$ cat config.mk
export PLATFORM = sky130hd
export DESIGN_NAME = matrix_multiply_coprocessor
export DESIGN_NICKNAME = d
export VERILOG_FILES = /design/src/design/mmc_pkg.sv /design/src/design/mmc_ctrl.sv /design/src/design/mmc_datapath.sv /design/src/design/matrix_multiply_coprocessor.sv
export SDC_FILE = /design/constraint.sdc
export NUM_CORES = 2
export LEC_CHECK = 0
export BUFFER_PORTS_ARGS = -buffer_cell sky130_fd_sc_hd__clkbuf_2
export CORE_ASPECT_RATIO = 2
export CORE_MARGIN = 4
export CORE_UTILIZATION = 40
export DETAILED_ROUTE_END_ITERATION = 10
export PLACE_DENSITY_LB_ADDON = 0.15
export SLEW_MARGIN = 5
export SYNTH_ARGS = -nofsm -noshare
export SYNTH_HDL_FRONTEND = slang
export SYNTH_SLANG_ARGS = --single-unit
export TNS_END_PERCENT = 30
$ cat constraint.sdc
create_clock -name clk_i -period 5.6 [get_ports clk_i]
set_input_delay 1.68 -clock clk_i [delete_from_list [all_inputs] [get_ports clk_i]]
set_output_delay 1.68 -clock clk_i [all_outputs]
set_load 0.01 [all_outputs]
$ cat src/design/mmc_pkg.sv
// mmc_pkg: shared types and constants of the matrix multiply coprocessor
// used by mmc_ctrl, mmc_datapath and matrix_multiply_coprocessor; no dependencies
package mmc_pkg;

  localparam int IDX_W  = 3;   // row and column index width
  localparam int STRIDE = 8;   // entries per store row
  localparam int VAL_W  = 16;  // element and result width
  localparam int SIZE_W = 4;   // active size register width

  localparam logic [1:0] CMD_WRITE_A = 2'd0;
  localparam logic [1:0] CMD_WRITE_B = 2'd1;
  localparam logic [1:0] CMD_EXECUTE = 2'd2;

  // element write towards the stores
  typedef struct packed {
    logic             wr_a;
    logic             wr_b;
    logic [IDX_W-1:0] row;
    logic [IDX_W-1:0] col;
    logic [VAL_W-1:0] value;
  } mmc_wr_t;

  // one result element to compute
  typedef struct packed {
    logic              issue;
    logic [IDX_W-1:0]  row;
    logic [IDX_W-1:0]  col;
    logic              last;
    logic [SIZE_W-1:0] size;
  } mmc_issue_t;

  typedef struct packed {
    logic last_done;
  } mmc_status_t;

endpackage

$ cat src/design/mmc_ctrl.sv
// mmc_ctrl: command decode, active size register and result sequencer
// depends on mmc_pkg
module mmc_ctrl #(
  parameter int MAX_DIM = 8
) (
  input  logic                       clk_i,
  input  logic                       rst_ni,
  input  logic                       start_i,
  input  logic [1:0]                 cmd_i,
  input  logic [mmc_pkg::IDX_W-1:0]  elem_row_i,
  input  logic [mmc_pkg::IDX_W-1:0]  elem_col_i,
  input  logic [mmc_pkg::VAL_W-1:0]  elem_value_i,
  input  logic                       cfg_valid_i,
  input  logic [mmc_pkg::SIZE_W-1:0] cfg_data_i,
  input  mmc_pkg::mmc_status_t       status_i,
  output logic                       busy_o,
  output logic                       cfg_ready_o,
  output mmc_pkg::mmc_wr_t           wr_o,
  output mmc_pkg::mmc_issue_t        issue_o
);

  localparam logic [1:0] ST_IDLE  = 2'd0;
  localparam logic [1:0] ST_RUN   = 2'd1;
  localparam logic [1:0] ST_DRAIN = 2'd2;

  logic [1:0]                 state_q, state_d;
  logic [mmc_pkg::SIZE_W-1:0] active_q;
  logic [mmc_pkg::SIZE_W-1:0] size_n;
  logic [mmc_pkg::SIZE_W-1:0] size_q, size_d;
  logic [mmc_pkg::IDX_W-1:0]  i_q, i_d, j_q, j_d;
  logic                       accept;
  logic                       in_range;
  logic                       i_end, j_end;

  // oversized register acts as the maximum
  assign size_n = (active_q > mmc_pkg::SIZE_W'(MAX_DIM)) ?
                  mmc_pkg::SIZE_W'(MAX_DIM) : active_q;

  assign busy_o      = (state_q != ST_IDLE);
  assign cfg_ready_o = !busy_o;
  assign accept      = start_i && !busy_o;
  assign in_range    = ({1'b0, elem_row_i} < size_n) && ({1'b0, elem_col_i} < size_n);

  assign wr_o.wr_a  = accept && (cmd_i == mmc_pkg::CMD_WRITE_A) && in_range;
  assign wr_o.wr_b  = accept && (cmd_i == mmc_pkg::CMD_WRITE_B) && in_range;
  assign wr_o.row   = elem_row_i;
  assign wr_o.col   = elem_col_i;
  assign wr_o.value = elem_value_i;

  assign i_end = ({1'b0, i_q} == size_q - mmc_pkg::SIZE_W'(1));
  assign j_end = ({1'b0, j_q} == size_q - mmc_pkg::SIZE_W'(1));

  assign issue_o.issue = (state_q == ST_RUN);
  assign issue_o.row   = i_q;
  assign issue_o.col   = j_q;
  assign issue_o.last  = i_end && j_end;
  assign issue_o.size  = size_q;

  always_comb begin
    state_d = state_q;
    size_d  = size_q;
    i_d     = i_q;
    j_d     = j_q;
    case (state_q)
      ST_IDLE: begin
        if (accept && (cmd_i == mmc_pkg::CMD_EXECUTE) && (size_n != '0)) begin
          state_d = ST_RUN;
          size_d  = size_n;
          i_d     = '0;
          j_d     = '0;
        end
      end
      ST_RUN: begin
        if (j_end) begin
          j_d = '0;
          if (i_end) begin
            state_d = ST_DRAIN;
          end else begin
            i_d = i_q + mmc_pkg::IDX_W'(1);
          end
        end else begin
          j_d = j_q + mmc_pkg::IDX_W'(1);
        end
      end
      ST_DRAIN: begin
        // hold off new items until the final result has left the pipeline
        if (status_i.last_done) begin
          state_d = ST_IDLE;
        end
      end
      default: begin
        state_d = ST_IDLE;
      end
    endcase
  end

  always_ff @(posedge clk_i or negedge rst_ni) begin
    if (!rst_ni) begin
      state_q  <= ST_IDLE;
      active_q <= '0;
      size_q   <= '0;
      i_q      <= '0;
      j_q      <= '0;
    end else begin
      state_q <= state_d;
      size_q  <= size_d;
      i_q     <= i_d;
      j_q     <= j_d;
      if (cfg_valid_i && cfg_ready_o) begin
        active_q <= cfg_data_i;
      end
    end
  end

endmodule

$ cat src/design/mmc_datapath.sv
// mmc_datapath: banked element stores, row of multipliers and adder tree
// depends on mmc_pkg
module mmc_datapath #(
  parameter int MAX_DIM = 8
) (
  input  logic                             clk_i,
  input  logic                             rst_ni,
  input  mmc_pkg::mmc_wr_t                 wr_i,
  input  mmc_pkg::mmc_issue_t              issue_i,
  output mmc_pkg::mmc_status_t             status_o,
  output logic                             result_valid_o,
  output logic [mmc_pkg::IDX_W-1:0]        out_row_o,
  output logic [mmc_pkg::IDX_W-1:0]        out_col_o,
  output logic signed [mmc_pkg::VAL_W-1:0] product_value_o,
  output logic                             last_o
);

  // lane k of store a holds column k (addressed by row),
  // lane k of store b holds row k (addressed by column)
  logic [mmc_pkg::VAL_W-1:0]  a_mem_q [MAX_DIM][mmc_pkg::STRIDE];
  logic [mmc_pkg::VAL_W-1:0]  b_mem_q [MAX_DIM][mmc_pkg::STRIDE];
  logic [mmc_pkg::STRIDE-1:0] a_vld_q [MAX_DIM];
  logic [mmc_pkg::STRIDE-1:0] b_vld_q [MAX_DIM];

  logic [mmc_pkg::VAL_W-1:0]   a_rd_q [MAX_DIM];
  logic [mmc_pkg::VAL_W-1:0]   b_rd_q [MAX_DIM];
  logic [2*mmc_pkg::VAL_W-1:0] prod_full [MAX_DIM];
  logic [mmc_pkg::VAL_W-1:0]   prod_q [MAX_DIM];
  logic [mmc_pkg::VAL_W-1:0]   sum;

  logic                      s1_vld_q, s2_vld_q, out_vld_q;
  logic [mmc_pkg::IDX_W-1:0] s1_row_q, s1_col_q, s2_row_q, s2_col_q;
  logic                      s1_last_q, s2_last_q;
  logic [mmc_pkg::IDX_W-1:0] out_row_q, out_col_q;
  logic [mmc_pkg::VAL_W-1:0] out_val_q;
  logic                      out_last_q;

  always_ff @(posedge clk_i) begin
    for (int k = 0; k < MAX_DIM; k++) begin
      if (wr_i.wr_a && (wr_i.col == mmc_pkg::IDX_W'(k))) begin
        a_mem_q[k][wr_i.row] <= wr_i.value;
      end
      if (wr_i.wr_b && (wr_i.row == mmc_pkg::IDX_W'(k))) begin
        b_mem_q[k][wr_i.col] <= wr_i.value;
      end
    end
  end

  // entries never written read as zero
  always_ff @(posedge clk_i or negedge rst_ni) begin
    if (!rst_ni) begin
      for (int k = 0; k < MAX_DIM; k++) begin
        a_vld_q[k] <= '0;
        b_vld_q[k] <= '0;
      end
    end else begin
      for (int k = 0; k < MAX_DIM; k++) begin
        if (wr_i.wr_a && (wr_i.col == mmc_pkg::IDX_W'(k))) begin
          a_vld_q[k][wr_i.row] <= 1'b1;
        end
        if (wr_i.wr_b && (wr_i.row == mmc_pkg::IDX_W'(k))) begin
          b_vld_q[k][wr_i.col] <= 1'b1;
        end
      end
    end
  end

  // read stage: lanes beyond the active size contribute zero
  always_ff @(posedge clk_i) begin
    for (int k = 0; k < MAX_DIM; k++) begin
      if (a_vld_q[k][issue_i.row] && (mmc_pkg::SIZE_W'(k) < issue_i.size)) begin
        a_rd_q[k] <= a_mem_q[k][issue_i.row];
      end else begin
        a_rd_q[k] <= '0;
      end
      if (b_vld_q[k][issue_i.col] && (mmc_pkg::SIZE_W'(k) < issue_i.size)) begin
        b_rd_q[k] <= b_mem_q[k][issue_i.col];
      end else begin
        b_rd_q[k] <= '0;
      end
    end
  end

  // multiply stage, only the low half is kept
  always_comb begin
    for (int k = 0; k < MAX_DIM; k++) begin
      prod_full[k] = a_rd_q[k] * b_rd_q[k];
    end
  end

  always_ff @(posedge clk_i) begin
    for (int k = 0; k < MAX_DIM; k++) begin
      prod_q[k] <= prod_full[k][mmc_pkg::VAL_W-1:0];
    end
  end

  always_comb begin
    sum = '0;
    for (int k = 0; k < MAX_DIM; k++) begin
      sum = sum + prod_q[k];
    end
  end

  always_ff @(posedge clk_i) begin
    s1_row_q   <= issue_i.row;
    s1_col_q   <= issue_i.col;
    s1_last_q  <= issue_i.last;
    s2_row_q   <= s1_row_q;
    s2_col_q   <= s1_col_q;
    s2_last_q  <= s1_last_q;
    out_row_q  <= s2_row_q;
    out_col_q  <= s2_col_q;
    out_last_q <= s2_last_q;
    out_val_q  <= sum;
  end

  always_ff @(posedge clk_i or negedge rst_ni) begin
    if (!rst_ni) begin
      s1_vld_q  <= 1'b0;
      s2_vld_q  <= 1'b0;
      out_vld_q <= 1'b0;
    end else begin
      s1_vld_q  <= issue_i.issue;
      s2_vld_q  <= s1_vld_q;
      out_vld_q <= s2_vld_q;
    end
  end

  assign result_valid_o     = out_vld_q;
  assign out_row_o          = out_row_q;
  assign out_col_o          = out_col_q;
  assign product_value_o    = out_val_q;
  assign last_o             = out_vld_q && out_last_q;
  assign status_o.last_done = out_vld_q && out_last_q;

endmodule

$ cat src/design/matrix_multiply_coprocessor.sv
// matrix_multiply_coprocessor: top level, square signed 16-bit matrix multiply
// depends on mmc_pkg, mmc_ctrl and mmc_datapath
//
// usage
//   command channel: an item is taken when start_i is high and busy_o is low.
//   cmd_i selects write of an a element, write of a b element, or execute.
//   writes outside the active size, and the unused code, are dropped.
//   a write leaves busy_o low, so writes can stream.
//   execute walks c = a*b over the active size n, one element per cycle in
//   row-major order; each element passes the read, product and output
//   registers after it is issued, and the results follow back to back.
//   the row of MAX_DIM multipliers and the adder tree set that one per cycle.
//   busy_o stays high through the strobe of the final element (last_o high).
//   an execute with size zero gives nothing and does not raise busy_o.
//   results: result_valid_o marks each for exactly one cycle; no back pressure.
//   config: cfg_data_i sets the active size while idle; above MAX_DIM clamps.
//   reset: both stores read as zero, active size is zero, nothing in flight.
module matrix_multiply_coprocessor #(
  parameter int MAX_DIM = 8
) (
  input  logic                              clk_i,
  input  logic                              rst_ni,
  input  logic                              start_i,
  output logic                              busy_o,
  input  logic [1:0]                        cmd_i,
  input  logic [mmc_pkg::IDX_W-1:0]         elem_row_i,
  input  logic [mmc_pkg::IDX_W-1:0]         elem_col_i,
  input  logic signed [mmc_pkg::VAL_W-1:0]  elem_value_i,
  input  logic                              cfg_valid_i,
  output logic                              cfg_ready_o,
  input  logic [mmc_pkg::SIZE_W-1:0]        cfg_data_i,
  output logic                              result_valid_o,
  output logic [mmc_pkg::IDX_W-1:0]         out_row_o,
  output logic [mmc_pkg::IDX_W-1:0]         out_col_o,
  output logic signed [mmc_pkg::VAL_W-1:0]  product_value_o,
  output logic                              last_o
);

  mmc_pkg::mmc_wr_t     wr;
  mmc_pkg::mmc_issue_t  issue;
  mmc_pkg::mmc_status_t status;

  mmc_ctrl #(
    .MAX_DIM (MAX_DIM)
  ) u_ctrl (
    .clk_i        (clk_i),
    .rst_ni       (rst_ni),
    .start_i      (start_i),
    .cmd_i        (cmd_i),
    .elem_row_i   (elem_row_i),
    .elem_col_i   (elem_col_i),
    .elem_value_i (elem_value_i),
    .cfg_valid_i  (cfg_valid_i),
    .cfg_data_i   (cfg_data_i),
    .status_i     (status),
    .busy_o       (busy_o),
    .cfg_ready_o  (cfg_ready_o),
    .wr_o         (wr),
    .issue_o      (issue)
  );

  mmc_datapath #(
    .MAX_DIM (MAX_DIM)
  ) u_datapath (
    .clk_i           (clk_i),
    .rst_ni          (rst_ni),
    .wr_i            (wr),
    .issue_i         (issue),
    .status_o        (status),
    .result_valid_o  (result_valid_o),
    .out_row_o       (out_row_o),
    .out_col_o       (out_col_o),
    .product_value_o (product_value_o),
    .last_o          (last_o)
  );

endmodule
==> Word level (Yosys, flattened, before mapping) <==
Memories as Yosys holds them, arrays and structs flattened.
Cells that the tools add are included.
W data, S select, Z words.
{ "classes": {"order_cmp": 23, "addsub": 10, "eq_ne": 25, "n_mul": 8, "n_bitwise": 36, "n_reduce_logical": 73, "muxes": 238} }
{ "op_table": {"columns": ["cell", "count"], "rows": [
  ["$mux W128", 44],
  ["$reduce_or A128 Y1", 14],
  ["$mux W16", 50],
  ["$bmux W16 S3", 16],
  ["$mul A16 B16 Y16", 8],
  ["$or A8 B8 Y8", 16],
  ["$add A16 B16 Y16", 7],
  ["$demux W16 S3", 2],
  ["$mux W1", 82],
  ["$mux W3", 18],
  ["$bmux W1 S3", 16],
  ["$logic_and A1 B1 Y1", 47],
  ["$eq A3 B3 Y1 const B", 8],
  ["$ge A4 B4 Y1 const B", 4],
  ["$lt A3 B4 Y1 const A", 4],
  ["$lt A3 B4 Y1 const B", 4],
  ["$not A3 Y4", 4],
  ["$or A1 B1 Y1", 16],
  ["$eq A3 B2 Y1 const B", 4],
  ["$pmux W3 S2", 2],
  ["$eq A3 B4 Y1", 2],
  ["$lt A1 B4 Y1 const A", 2],
  ["$lt A2 B4 Y1 const A", 2],
  ["$lt A3 B4 Y1", 2],
  ["other kinds (21)", 39]
]} }
{ "word_totals": {"elab_cells": 452, "n_memories": 5, "reg_bits": 184, "ramBits": 2432, "out_inout_bits": 26, "inputBits": 32} }
{ "mem_list": {"columns": ["name", "depth", "width", "rd", "rd_clocked_by_memory_dff", "wr", "line", "rtl"], "rows": [
  ["u_datapath.a_mem_q", 8, 128, 8, 0, 1, "mmc_datapath.sv:20", "logic [mmc_pkg::VAL_W-1:0] a_mem_q [MAX_DIM][mmc_pkg::STRIDE];"],
  ["u_datapath.b_mem_q", 8, 128, 8, 0, 1, "mmc_datapath.sv:21", "logic [mmc_pkg::VAL_W-1:0] b_mem_q [MAX_DIM][mmc_pkg::STRIDE];"],
  ["u_datapath.a_rd_q", 8, 16, 8, 0, 8, "mmc_datapath.sv:25", "logic [mmc_pkg::VAL_W-1:0] a_rd_q [MAX_DIM];"],
  ["u_datapath.b_rd_q", 8, 16, 8, 0, 8, "mmc_datapath.sv:26", "logic [mmc_pkg::VAL_W-1:0] b_rd_q [MAX_DIM];"],
  ["u_datapath.prod_q", 8, 16, 8, 0, 8, "mmc_datapath.sv:28", "logic [mmc_pkg::VAL_W-1:0] prod_q [MAX_DIM];"]
]} }

==> Depth between registers and ports, before layout <==
{ "depth": {"ltp_word": 16, "mapped_depth": 21, "ltp_nobuf": 20} }

==> Modules after synthesis <==
From an unflattened synthesis, not the netlist that was laid out.
{ "unflattened": {"hier_cells": 8325, "hier_area_um2": 127085.6} }
{ "by_module_without_submodules": {"columns": ["mod", "seq_area_each_um2", "cells_each", "area_each_um2", "n_inst"], "rows": [
  ["mmc_datapath", 73205.2, 8193, 125838.2, 1],
  ["mmc_ctrl", 400.4, 132, 1247.4, 1]
]} }

==> Worst setup path before layout <==
No wires, ideal clock.
{ "synth_timing": {"path_kind": "flip-flop to flip-flop", "start": "memory u_datapath.b_rd_q[1][33] (netlist name)", "end": "memory u_datapath.prod_q[1][46] (netlist name)", "arrival_time_ns": 4.937, "setup_slack_ns": 0.591, "synth_period_minus_slack_ns": 5.009, "n_path_buf": 1, "setup_ns": 0.072, "required_ns": 5.528, "stages_incl_launch_ff": 20, "path_cell_list": "dfxtp_1 -> clkbuf_1 -> nand2_1 -> fa_1 -> fa_1 -> inv_1 -> fa_1 -> inv_1 -> fa_1 -> inv_1 -> fa_1 -> inv_1 -> fa_1 -> inv_1 -> ha_1 -> nand3_1 -> nand2_1 -> a41o_1 -> o41ai_2 -> xnor2_1"} }
{ "synth_lines": {"columns": ["element", "line"], "rows": [
  ["start, declared", "mmc_datapath.sv:26"],
  ["end, declared", "mmc_datapath.sv:28"]
]} }

==> results.cfg <==
[detailed_routing]
drc = 0
final_antenna_net_count = 0
initialDrtViolationCount = 4124
dr.pass1.iters = 7
wire_per_inst_microns = 27.0
wirelength_microns = 349000
vias = 67800
routed_via_density = 5.24

[final_layout]
area_delta_synth_final_pct = 11.7
final_common_cell = edfxtp_1
drive_gt1_share_pct = 18.3
final_cell_mix = 2,048 x edfxtp_1, 1,031 x inv_1, 727 x fa_1
finalNonFillerCells = 12900
layout.nets = 9779
fill_cells = 28100

[place]
port_buffers = 57
place_ws_ns = 0.0191
gp_congestion = 0.882
hpwlAfterDp_microns = 243000
dp_cells = 12500

[logic_synthesis]
syn_area_per_cell_sq_um = 15.3
yosysSeqAreaShare_pct = 57.5
synth_area_leaders = edfxtp_1 48%, fa_1 11%, mux4_2 9.6%
yosysTopAreaCellShare_pct = 48.1
synth_flop_cell = edfxtp_1
yosys_warnings = 0
async_flop_share_pct = 5.62
synth-seq-cells = 2616
synth_cell_types = 72
syn_inst = 8359
syn_nets = 9535
synth-edff-count = 2048
synth_top_cell_by_area = edfxtp_1
syn-cell-area_sq_mm = 0.128

[die]
die_w_microns = 408
top_level_ports = 58
rows = 293
start_util_pct = 40.2
die_area_sq_mm = 0.329
die_h_microns = 808
core-area_sq_mm = 0.318

[timing]
max_slew_margin_pct = 19.6
final.setup.tns_ns = 0
grt_setup_unrepaired = false
hold_viol = 0
max_freq_mhz = 187
setup_viol = 0
timing.final.crit_share_pct = 95.4
min_period_ns = 5.34
fin_skew_ns = 0.0769
worstMarginPinSlew_ns = 1.20
timing.final.max_slew_violations = 0
setup_slack_ns = 0.259
hold_ws_ns = 0.326

[clocking]
cts_setup_buffers = 0
clk_pin_slew_ns = 0.07
tritoncts = yes
ctsRootBufferMaster = clkbuf_16
numCtsBuffers = 234
clockBufferDepth = 4
cts_max_level = 4
hold_buffers = 0
cts.sinks = 2616
insertion_delay_ns = 0.92

[worst_setup_path]
critPathMaxFanout = 9
path_cells = buf_4, nand2_1, fa_1, fa_1, inv_1, fa_1, fa_1, inv_1, fa_1, fa_1, xor2_1, xnor2_1, xnor2_1, xnor2_1, xnor2_1, buf_4, xnor2_1, xnor2_1
cp-start-kind = flip-flop
r2r_cells = 18
r2r_end = u_datapath.prod_q[1][47]$_DFF_P_
slowest_delay_ns = 0.59
cp-endpoint = u_datapath.prod_q[1][47]$_DFF_P_
cp-end-kind = flip-flop
path_class = flip-flop to flip-flop
startpoint = u_datapath.a_rd_q[1][34]$_SDFF_PN0_
crit_required_ns = 6.43
ff2ff_setup_slack_ns = 0.26
timing.rr.start = u_datapath.a_rd_q[1][34]$_SDFF_PN0_
cp_slowest_cell = dfxtp_1
worstPathArrival_ns = 6.17
path_buf_inv = 4
critical-path-top-delay-family = adder cells
path_depth = 18

[global_routing]
grt_pass1_vias = 74900
antenna_found_initial = 6
track_usage_pct = 21.2
grt-ovfl-total = 0
grt_max_degree = 104
grt_pass1_wl_microns = 511000

[pwr]
sw_frac_of_total_pct = 20.5
power_density_mw_per_mm2 = 265
seq_power_share_pct = 55.2
clkPwrFrac_pct = 43.5
p_switching_uw = 7770
leakagePower_uw = 0.0538
p_int_uw = 30100
ir_drop_mv = 0.347
comb_power_share_pct = 1.3

[worst_hold_path]
hold_path_class = flip-flop to flip-flop

[status]
status = finished clean

[flow_run]
maxCapViolCount = 0
worst min path at each step:
stage                                         startpoint                         endpoint  depth (start not counted)
final                     u_datapath.s1_col_q[1]$_DFF_P_   u_datapath.s2_col_q[1]$_DFF_P_                          0
after global routing      u_datapath.s1_col_q[1]$_DFF_P_   u_datapath.s2_col_q[1]$_DFF_P_                          0
after CTS                 u_datapath.s1_col_q[1]$_DFF_P_   u_datapath.s2_col_q[1]$_DFF_P_                          0
after detailed placement  u_datapath.s2_row_q[1]$_DFF_P_  u_datapath.out_row_o[1]$_DFF_P_                          0
after global placement      u_datapath.s2_last_q$_DFF_P_    u_datapath.out_last_q$_DFF_P_                          0
after floorplan           u_datapath.s2_col_q[0]$_DFF_P_  u_datapath.out_col_o[0]$_DFF_P_                          0
flip-flops by register name (all words and copies together) (netlist names), 16 cells and up:
register and count:
u_datapath.a_mem_q 1024, u_datapath.a_rd_q 128, u_datapath.a_vld_q 64, u_datapath.b_mem_q 1024, u_datapath.b_rd_q 128, u_datapath.b_vld_q 64, u_datapath.prod_q 128, u_datapath.product_value_o 16
worst reg2reg max path, stage by stage, from the launching register on:
cell and delay, ns:
dfxtp_1 0.59, buf_4 0.25, nand2_1 0.08, fa_1 0.45, fa_1 0.54, inv_1 0.07
fa_1 0.49, fa_1 0.49, inv_1 0.06, fa_1 0.48, fa_1 0.43, xor2_1 0.18
xnor2_1 0.23, xnor2_1 0.18, xnor2_1 0.17, xnor2_1 0.15, buf_4 0.16, xnor2_1 0.13
xnor2_1 0.14
metal layers:
metal	share of wire [%]	GRT usage (%)	routed length (microns)	vias up
met3	3.0	1.86	10400	516
met4	5.0	8.92	17600	0
met1	35	22.8	123000	36400
li1	-	-	-	29700
met2	57	41.7	198000	1293
met5	0	0	0	-
cell usage after synthesis, types with 8 or more instances:
master	number
ha_1	417
buf_2	62
nor3_1	144
nand3_1	27
o21ai_0	37
xor2_1	82
buf_1	63
clkbuf_1	168
fa_1	727
xnor2_1	266
buf_4	55
inv_1	1031
o21a_1	18
or3_1	8
dfrtp_1	147
mux4_2	544
a21oi_1	56
mux2i_1	262
nand2_1	576
and3_1	8
edfxtp_1	2048
a31o_1	9
or4_1	8
a31o_2	120
a21o_1	12
nor2b_1	10
dfxtp_1	421
buf_6	19
or2_2	8
o211ai_1	13
and2_1	566
mux2_2	13
nor2_1	313
nand2b_1	16
cells by family (layout without fill, tap and decap cells):
group | Yosys count | count (layout) | synth area share [%]
compound gates | 321 | 321 | 1.89
xor+xnor | 348 | 348 | 2.38
fa+ha+maj | 1144 | 1144 | 15.5
buf+inv | 1399 | 1839 | 4.45
flops | 2616 | 2616 | 57.5
mux | 819 | 819 | 11.7
other cells | 0 | 10 | 0
simple gates | 1712 | 1712 | 6.52
stage by stage:
step | util, % | cell area, sq um | power (uW)
after floorplan | - | 128000 | 21400
after global placement | 42.4 | 135000 | 21800
after detailed placement | 42.4 | 135000 | 21800
after CTS | 44.9 | 143000 | 38300
after global routing | 44.9 | 143000 | 39000
final | 44.9 | 143000 | 37900
area by class of cell:
class                      instances  area, sq um  area share, %
multi-input combinational       4344        49300           34.5
antenna                           10         25.0         0.0175
sequential                      2616        73600           51.6
inverter                        1031         3870           2.71
timing repair buffer             376         3100           2.17
clock inverter                   130         1290          0.902
clock buffer                     302         6450           4.52
tap                             4130         5170           3.62
power by group through the flow:
stage | Combinational [uW] | Sequential [uW] | Clock (uW)
6_report | 506 | 20900 | 16500
5_1_grt | 537 | 20900 | 17600
4_1_cts | 520 | 20900 | 16900
3_5_place_dp | 520 | 21300 | 0
3_3_place_gp | 498 | 21300 | 0
2_1_floorplan | 51.6 | 21300 | 0
timing repair:
action	4_1_cts	5_1_grt
endpoints found under the setup margin	0	11
hold endpoints to repair	0	0
resized for setup	0	15
No activity file was read; power rests on OpenSTA's default activity.
